## src/sv/hsvrgb_pkg.sv

```systemverilog
`timescale 1ns / 1ps

package hsvrgb_pkg;

  localparam int unsigned SECTOR_SPAN = 600;
  localparam int unsigned FULL_SCALE  = 255;

  localparam logic [15:0] MASK_R = 16'hF800;
  localparam logic [15:0] MASK_G = 16'h07E0;
  localparam logic [15:0] MASK_B = 16'h001F;

  // floor(x/600) == (x*RECIP600) >> 28 for x*344 < 2^28, i.e. all x < 255*600
  localparam logic [18:0] RECIP600 = 19'd447393;
  localparam int unsigned SHIFT600 = 28;
  // floor(y/255) == (y*RECIP255) >> 24 for y*254 < 2^24, i.e. all 16-bit y
  localparam logic [16:0] RECIP255 = 17'd65794;
  localparam int unsigned SHIFT255 = 24;

  typedef enum logic [2:0] {
    SEC_0 = 3'd0,
    SEC_1 = 3'd1,
    SEC_2 = 3'd2,
    SEC_3 = 3'd3,
    SEC_4 = 3'd4,
    SEC_5 = 3'd5
  } sector_t;

  typedef logic [9:0]  frac_t;
  typedef logic [17:0] prod18_t;

  typedef struct packed {
    sector_t sector;
    frac_t   frac;
  } hue_split_t;

  function automatic logic [7:0] div600(input prod18_t x);
    logic [36:0] prod;
    prod = {19'd0, x} * {18'd0, RECIP600};
    return prod[SHIFT600 +: 8];
  endfunction

  function automatic logic [7:0] div255(input logic [15:0] y);
    logic [32:0] prod;
    prod = {17'd0, y} * {16'd0, RECIP255};
    return prod[SHIFT255 +: 8];
  endfunction

endpackage

```

## src/sv/hsvrgb_sector.sv

```systemverilog
`timescale 1ns / 1ps

module hsvrgb_sector (
  input  logic [11:0]              hue,
  output hsvrgb_pkg::hue_split_t   split
);
  import hsvrgb_pkg::*;

  localparam logic [11:0] H1 = 12'(SECTOR_SPAN);
  localparam logic [11:0] H2 = 12'(2 * SECTOR_SPAN);
  localparam logic [11:0] H3 = 12'(3 * SECTOR_SPAN);
  localparam logic [11:0] H4 = 12'(4 * SECTOR_SPAN);
  localparam logic [11:0] H5 = 12'(5 * SECTOR_SPAN);
  localparam logic [11:0] H6 = 12'(6 * SECTOR_SPAN);

  // remainder is always below 600, so ten bits hold it
  logic [9:0] rem;

  // hue past a full turn wraps back into the first sector
  always_comb begin
    if (hue >= H6) begin
      split.sector = SEC_0;
      rem          = 10'(hue - H6);
    end else if (hue >= H5) begin
      split.sector = SEC_5;
      rem          = 10'(hue - H5);
    end else if (hue >= H4) begin
      split.sector = SEC_4;
      rem          = 10'(hue - H4);
    end else if (hue >= H3) begin
      split.sector = SEC_3;
      rem          = 10'(hue - H3);
    end else if (hue >= H2) begin
      split.sector = SEC_2;
      rem          = 10'(hue - H2);
    end else if (hue >= H1) begin
      split.sector = SEC_1;
      rem          = 10'(hue - H1);
    end else begin
      split.sector = SEC_0;
      rem          = hue[9:0];
    end
    split.frac = rem;
  end

endmodule

```

## src/sv/hsv_to_rgb_converter_top.sv

```systemverilog
`timescale 1ns / 1ps

// HSV to RGB pixel converter.
// Input stream: one request per pixel carrying hue (tenths of a degree),
// saturation and value. Output stream: red, green, blue and the same color
// packed as RGB565. Each input request yields exactly one output request.
// Six register stages: sector split, saturation products, divide by 600,
// value products, divide by 255, sector select and pack. A request accepted
// into the sector-split register passes through each of these stages in order
// before it is presented on out_*.
// Throughput is one pixel per clock while out_tready stays high.
// Every stage carries its own valid bit and stalls only when it is full and
// the stage after it cannot take its data, so bubbles are squeezed out and
// in_tready stays high while the pipe still has an empty slot.
// A stalled output holds its data until taken; nothing is dropped or repeated.
// Reset (rst_n low, synchronous) empties the pipeline; in-flight pixels are
// discarded.
module hsv_to_rgb_converter_top (
  input  logic        clk,
  input  logic        rst_n,
  input  logic        in_tvalid,
  output logic        in_tready,
  input  logic [31:0] in_tdata,   // hue[11:0], saturation[19:12], brightness[27:20], zero pad
  output logic        out_tvalid,
  input  logic        out_tready,
  output logic [39:0] out_tdata   // red[7:0], green[15:8], blue[23:16], packed_565[39:24]
);
  import hsvrgb_pkg::*;

  localparam logic [9:0] SPAN10  = 10'(SECTOR_SPAN);
  localparam logic [7:0] SCALE8  = 8'(FULL_SCALE);

  hue_split_t split;

  logic rdy1, rdy2, rdy3, rdy4, rdy5, rdy6;
  logic s1_vld_r, s2_vld_r, s3_vld_r, s4_vld_r, s5_vld_r, out_vld_r;

  // stage 1
  sector_t s1_sec_r;
  frac_t   s1_frac_r;
  logic [7:0] s1_sat_r, s1_val_r;
  // stage 2
  sector_t s2_sec_r;
  prod18_t s2_sf_r, s2_sg_r;
  logic [7:0] s2_sat_r, s2_val_r;
  prod18_t s2_sf_nxt, s2_sg_nxt;
  // stage 3
  sector_t s3_sec_r;
  logic [7:0] s3_kp_r, s3_kq_r, s3_kt_r, s3_val_r;
  // stage 4
  sector_t s4_sec_r;
  logic [15:0] s4_yp_r, s4_yq_r, s4_yt_r;
  logic [7:0]  s4_val_r;
  // stage 5
  sector_t s5_sec_r;
  logic [7:0] s5_p_r, s5_q_r, s5_t_r, s5_val_r;
  // output
  logic [7:0]  red_nxt, green_nxt, blue_nxt;
  logic [15:0] pack_nxt;
  logic [7:0]  red_r, green_r, blue_r;
  logic [15:0] pack_r;

  hsvrgb_sector u_sector (
    .hue   (in_tdata[11:0]),
    .split (split)
  );

  assign rdy6      = !out_vld_r || out_tready;
  assign rdy5      = !s5_vld_r  || rdy6;
  assign rdy4      = !s4_vld_r  || rdy5;
  assign rdy3      = !s3_vld_r  || rdy4;
  assign rdy2      = !s2_vld_r  || rdy3;
  assign rdy1      = !s1_vld_r  || rdy2;
  assign in_tready = rdy1;

  always_ff @(posedge clk) begin
    if (!rst_n) begin
      s1_vld_r  <= 1'b0;
      s2_vld_r  <= 1'b0;
      s3_vld_r  <= 1'b0;
      s4_vld_r  <= 1'b0;
      s5_vld_r  <= 1'b0;
      out_vld_r <= 1'b0;
    end else begin
      if (rdy1) s1_vld_r  <= in_tvalid;
      if (rdy2) s2_vld_r  <= s1_vld_r;
      if (rdy3) s3_vld_r  <= s2_vld_r;
      if (rdy4) s4_vld_r  <= s3_vld_r;
      if (rdy5) s5_vld_r  <= s4_vld_r;
      if (rdy6) out_vld_r <= s5_vld_r;
    end
  end

  always_comb begin
    s2_sf_nxt = {10'd0, s1_sat_r} * {8'd0, s1_frac_r};
    s2_sg_nxt = {10'd0, s1_sat_r} * {8'd0, SPAN10 - s1_frac_r};
  end

  always_ff @(posedge clk) begin
    if (rdy1 && in_tvalid) begin
      s1_sec_r  <= split.sector;
      s1_frac_r <= split.frac;
      s1_sat_r  <= in_tdata[19:12];
      s1_val_r  <= in_tdata[27:20];
    end
    if (rdy2 && s1_vld_r) begin
      s2_sec_r <= s1_sec_r;
      s2_sf_r  <= s2_sf_nxt;
      s2_sg_r  <= s2_sg_nxt;
      s2_sat_r <= s1_sat_r;
      s2_val_r <= s1_val_r;
    end
    if (rdy3 && s2_vld_r) begin
      s3_sec_r <= s2_sec_r;
      s3_kp_r  <= SCALE8 - s2_sat_r;
      s3_kq_r  <= SCALE8 - div600(s2_sf_r);
      s3_kt_r  <= SCALE8 - div600(s2_sg_r);
      s3_val_r <= s2_val_r;
    end
    if (rdy4 && s3_vld_r) begin
      s4_sec_r <= s3_sec_r;
      s4_yp_r  <= {8'd0, s3_val_r} * {8'd0, s3_kp_r};
      s4_yq_r  <= {8'd0, s3_val_r} * {8'd0, s3_kq_r};
      s4_yt_r  <= {8'd0, s3_val_r} * {8'd0, s3_kt_r};
      s4_val_r <= s3_val_r;
    end
    if (rdy5 && s4_vld_r) begin
      s5_sec_r <= s4_sec_r;
      s5_p_r   <= div255(s4_yp_r);
      s5_q_r   <= div255(s4_yq_r);
      s5_t_r   <= div255(s4_yt_r);
      s5_val_r <= s4_val_r;
    end
    if (rdy6 && s5_vld_r) begin
      red_r   <= red_nxt;
      green_r <= green_nxt;
      blue_r  <= blue_nxt;
      pack_r  <= pack_nxt;
    end
  end

  always_comb begin
    unique case (s5_sec_r)
      SEC_0: begin
        red_nxt = s5_val_r; green_nxt = s5_t_r;   blue_nxt = s5_p_r;
      end
      SEC_1: begin
        red_nxt = s5_q_r;   green_nxt = s5_val_r; blue_nxt = s5_p_r;
      end
      SEC_2: begin
        red_nxt = s5_p_r;   green_nxt = s5_val_r; blue_nxt = s5_t_r;
      end
      SEC_3: begin
        red_nxt = s5_p_r;   green_nxt = s5_q_r;   blue_nxt = s5_val_r;
      end
      SEC_4: begin
        red_nxt = s5_t_r;   green_nxt = s5_p_r;   blue_nxt = s5_val_r;
      end
      default: begin
        red_nxt = s5_val_r; green_nxt = s5_p_r;   blue_nxt = s5_q_r;
      end
    endcase
    pack_nxt = ({red_nxt, 8'h00} & MASK_R)
             | ({5'd0, green_nxt, 3'd0} & MASK_G)
             | ({8'h00, 3'd0, blue_nxt[7:3]} & MASK_B);
  end

  assign out_tvalid = out_vld_r;
  assign out_tdata  = {pack_r, blue_r, green_r, red_r};

  // with the sink ready the whole chain must be open
  a_ready_chain: assert property (@(posedge clk) disable iff (!rst_n)
    out_tready |-> in_tready)
    else $error("input stalled while output is ready");

  // a full stage facing a stall keeps its item
  a_stage5_hold: assert property (@(posedge clk) disable iff (!rst_n)
    (s5_vld_r && !rdy6) |=> s5_vld_r)
    else $error("stage 5 item lost under stall");

  a_reset_empty: assert property (@(posedge clk) disable iff (!rst_n)
    $past(!rst_n) |-> !out_tvalid)
    else $error("output valid right after reset");

  a_pack_match: assert property (@(posedge clk) disable iff (!rst_n)
    out_tvalid |-> (out_tdata[39:35] == out_tdata[7:3]
                     && out_tdata[34:29] == out_tdata[15:10]
                     && out_tdata[28:24] == out_tdata[23:19]))
    else $error("RGB565 word disagrees with components");

endmodule
```

## config.mk

```make
export PLATFORM = sky130hd
export DESIGN_NAME = hsv_to_rgb_converter_top
export DESIGN_NICKNAME = d
export VERILOG_FILES = /design/src/sv/hsvrgb_pkg.sv /design/src/sv/hsvrgb_sector.sv /design/src/sv/hsv_to_rgb_converter_top.sv
export SDC_FILE = /design/constraint.sdc
export NUM_CORES = 2
export LEC_CHECK = 0
export BUFFER_PORTS_ARGS = -buffer_cell sky130_fd_sc_hd__buf_4
export CAP_MARGIN = 40
export CORE_MARGIN = 8
export CORE_UTILIZATION = 37
export CTS_BUF_LIST = sky130_fd_sc_hd__clkbuf_8
export DETAILED_ROUTE_END_ITERATION = 7
export GPL_TIMING_DRIVEN = 0
export SLEW_MARGIN = 20
export SYNTH_ARGS = -nofsm -noshare
export SYNTH_HDL_FRONTEND = slang
export SYNTH_HIERARCHICAL = 1
export SYNTH_SLANG_ARGS = --single-unit
```

## constraint.sdc

```tcl
create_clock -name clk -period 6.8 [get_ports clk]
set_input_delay 1.36 -clock clk [delete_from_list [all_inputs] [get_ports clk]]
set_output_delay 1.36 -clock clk [all_outputs]
set_load 0.005 [all_outputs]
```

==> metrics.md <==
| Metric | Value |
|---|---|
| Outcome | `complete, no violations` |
| Reg2Reg Capture Point | `s3_kq_r[7]$_DFFE_PP_` |
| Post-route cell area | `37200 um^2` |
| Ys Warns | `6` |
| # IOs | `78` |
| Setup bufs post-CTS | `0` |
| DP Area | `36200 um^2` |
| Top cell type's share of synthesized area | `25.0%` |
| Layout cell share with drive strength beyond 1 | `7.04%` |
| Fin crit period | `6.29 ns` |
| CTS tree | `yes` |
| Data arrival, critical path | `6.63 ns` |
| CTS H-tree depth | `2` |
| R2r setup slk | `0.51 ns` |
| Largest net degree at the start of global routing | `29` |
| Max-Cap Viols | `0` |
| Post-Syn Area | `34000 um^2` |
| Hold Path Sink | `s2_val_r[0]$_DFFE_PP_` |
| Vias in the first global route | `23200` |
| CTS Buffer Depth | `3` |
| GRT Util Overall | `14.4%` |
| Final Hold Vio Count | `0` |
| Top FF cell, synth | `edfxtp_1` |
| Post-route clock skew | `0.0413 ns` |
| Count of cell types in the netlist | `79` |
| Avg Inst Size Synth | `10.5 um^2` |
| Worst Setup Path Type | `reg -> reg` |
| WHS Path Cells | `0` |
| WL met1 | `33100 um` |
| Post-synthesis async set-or-reset flop share | `0%` |
| CTS sink count | `242` |
| # nets final | `4484` |
| Reg2reg path depth | `19` |
| DR vias | `22200` |
| Final slew viol count | `0` |
| Via-per-instance ratio | `4.84` |
| Final WL | `72200 um` |
| Max_slew headroom | `41.9%` |
| CP Capture Type | `flip-flop` |
| Final period util | `92.6%` |
| Crit-path max FO | `7` |
| Synthesized net count | `4357` |
| DRC violation count after routing | `0` |
| Die area | `102000 um^2` |
| Core ar. | `91200 um^2` |
| Seq/Total Area, Yosys | `21.2%` |
| CTS root buf | `clkbuf_8` |
| Slew @ Worst Pin | `0.865 ns` |
| Pre-antenna DRT Iters | `5` |
| PostCTS Resize Cnt | `0` |
| Wire per inst | `15.7 um` |
| Top cells by area, synth | `fa_1 25%, ha_1 24%, edfxtp_1 21%` |
| Layout Area Growth over Synthesis | `9.43%` |
| Global route total overflow | `0` |
| First-pass GRT wire length | `121000 um` |
| Cells after Synth | `3235` |
| Initial Util | `37.2%` |
| Std cell rows | `111` |
| Clk slew on worst S/H paths | `0.06 ns` |
| Setup crit start kind | `flip-flop` |
| Max Fclk | `159 MHz` |
| Final setup violation count | `0` |
| Number of synthesized flops with an enable pin | `236` |
| Initial drt markers | `879` |
| Clock Latency Late Sink | `0.61 ns` |
| Post-route antenna net violation count | `0` |
| RSZ-0062 raised after global routing | `false` |
| Final Util | `40.7%` |
| HP Start | `s1_val_r[0]$_DFFE_PP_` |
| TritonCTS buffer count | `44` |
| Hold_buf cts | `0` |
| RR Startpoint | `s2_sf_r[16]$_DFFE_PP_` |
| Top routing layer in use | `met4` |
| Gpl congestion | `0.892` |
| DR WL met2 | `34500 um` |
| #FFs+latches synth | `242` |
| Required time of the critical path | `7.14 ns` |
| PortBufs | `72` |
| Synth area leader | `fa_1` |
| Die Span X | `319 um` |
| Die Height | `319 um` |
| Initial antenna violation count | `1` |
| Min-Delay Path Class | `reg -> reg` |
| Post-DP HPWL | `60600 um` |
| Wire length on met3 | `2700 um` |
[cells in the final DEF, fill, tap and decap left out, types with 6 or more instances in the layout]
cell,count
o31ai_1,10
nor2b_1,36
clkinv_2,9
clkbuf_8,46
ha_1,662
or2_2,10
nor2_1,87
nor3_1,23
o21ai_0,71
buf_4,94
a21boi_0,10
clkinv_1,8
dfxtp_1,6
nand2b_1,13
nand4_1,12
a311oi_1,6
mux2_2,21
and2_1,199
inv_1,673
a31o_2,7
a211oi_1,18
nand3_1,29
fa_1,424
nand2_1,214
xnor2_1,89
or3_1,6
o22ai_1,10
a21o_1,31
o21a_1,14
buf_16,6
clkbuf_1,52
xor2_1,24
a31oi_1,12
a21oi_1,90
and3_1,15
edfxtp_1,236
mux2i_1,20
[kinds of logic (layout without fill, tap and decap cells)]
logic type,after synthesis,in the layout,synth area share (%)
XOR/XNOR,113,113,2.91
AO/OA/AOI/OAI,345,345,6.82
buffers and inverters,746,908,8.52
other,0,2,0
adder cells (fa/ha/maj),1086,1086,49.4
flip-flops,242,242,21.2
multiplexers,41,41,1.29
AND/OR/NAND/NOR,662,662,9.85
[cell type report]
cell class	instances	area (um^2)
diodes	2	5.00
plain buffers	79	388
clock buffers	46	633
clock inverters	35	279
fillers	8839	54100
inverters	667	2510
multi-input cells	2247	23900
flip-flops and latches	242	7210
well taps	1186	1480
repair buffers	81	744
[worst max path at each step]
stage,start,end,slack (ns),cells past startpoint
2_1_floorplan,out_tready,s4_sec_r[0]$_DFFE_PP_,0.32,3
4_1_cts,s2_sg_r[7]$_DFFE_PP_,s3_kt_r[6]$_DFFE_PP_,0.39,22
5_1_grt,s2_sf_r[11]$_DFFE_PP_,s3_kq_r[7]$_DFFE_PP_,0.15,18
6_report,s2_sf_r[16]$_DFFE_PP_,s3_kq_r[7]$_DFFE_PP_,0.51,19
3_5_place_dp,s2_sf_r[16]$_DFFE_PP_,s3_kq_r[7]$_DFFE_PP_,0.45,19
3_3_place_gp,out_tready,s2_sf_r[15]$_DFFE_PP_,-1.95,6
[metal layers]
layer	track usage [%]	up-vias
met4	3.89	0
met2	24.8	366
met3	2.20	114
li1	-	10800
met5	0	-
met1	19.0	10900
[synth_stat cells (5+ instances only)]
| cell type | number |
|---|---|
| inv_1 | 666 |
| ha_1 | 662 |
| fa_1 | 424 |
| edfxtp_1 | 236 |
| nand2_1 | 214 |
| and2_1 | 199 |
| a21oi_1 | 90 |
| xnor2_1 | 89 |
| nor2_1 | 87 |
| o21ai_0 | 71 |
| clkbuf_1 | 52 |
| nor2b_1 | 39 |
| a21o_1 | 31 |
| nand3_1 | 29 |
| xor2_1 | 24 |
| nor3_1 | 23 |
| buf_4 | 21 |
| mux2_2 | 21 |
| mux2i_1 | 20 |
| a211oi_1 | 18 |
| and3_1 | 15 |
| o21a_1 | 14 |
| a31oi_1 | 13 |
| nand2b_1 | 13 |
| a21boi_0 | 12 |
| nand4_1 | 12 |
| o22ai_1 | 10 |
| o31ai_1 | 10 |
| or2_2 | 10 |
| a31o_2 | 7 |
| a311oi_1 | 6 |
| dfxtp_1 | 6 |
| or3_1 | 6 |
| a41oi_1 | 5 |
| nor4_1 | 5 |
| o211ai_1 | 5 |
| o31a_1 | 5 |
[worst max-delay path, cell delays in order (launching register included)]
cell      delay, ns
edfxtp_1       0.58
fa_1           0.60
fa_1           0.45
fa_1           0.55
inv_1          0.05
fa_1           0.52
inv_1          0.06
fa_1           0.52
inv_1          0.05
fa_1           0.53
inv_1          0.04
ha_1           0.28
nand3_1        0.07
or2_2          0.32
a311oi_1       0.46
o31ai_1        0.21
a31oi_1        0.30
a21o_1         0.20
a21oi_1        0.08
xnor2_1        0.15
[stage by stage]
step / hold WS, ns / cells / setup slack [ns] / TNS (ns)
floorplan: 0.400 / 3235 / 0.317 / 0
global placement: 0.401 / 4493 / -1.95 / -188.82
detailed placement: 0.405 / 4501 / 0.450 / 0
CTS: 0.419 / 4582 / 0.393 / 0
global route: 0.408 / 4584 / 0.152 / 0
finish: 0.405 / 4585 / 0.506 / 0
[state kept, by name, summed over array words and instances (netlist names), 7 cells and up]
name / cells
s3_val_r: 8
red_r: 8
s1_sat_r: 8
s4_yq_r: 16
s4_yt_r: 16
s3_kt_r: 8
s2_sat_r: 8
s4_val_r: 8
s1_frac_r: 10
s5_p_r: 8
s3_kp_r: 8
s2_sg_r: 17
blue_r: 7
s2_val_r: 8
s2_sf_r: 18
s3_kq_r: 8
s1_val_r: 8
green_r: 7
s5_val_r: 8
s4_yp_r: 16
s5_t_r: 8
s5_q_r: 8
Power is not shown: default switching activity piles up to over one toggle a cycle in this logic, so the estimate is an artifact.
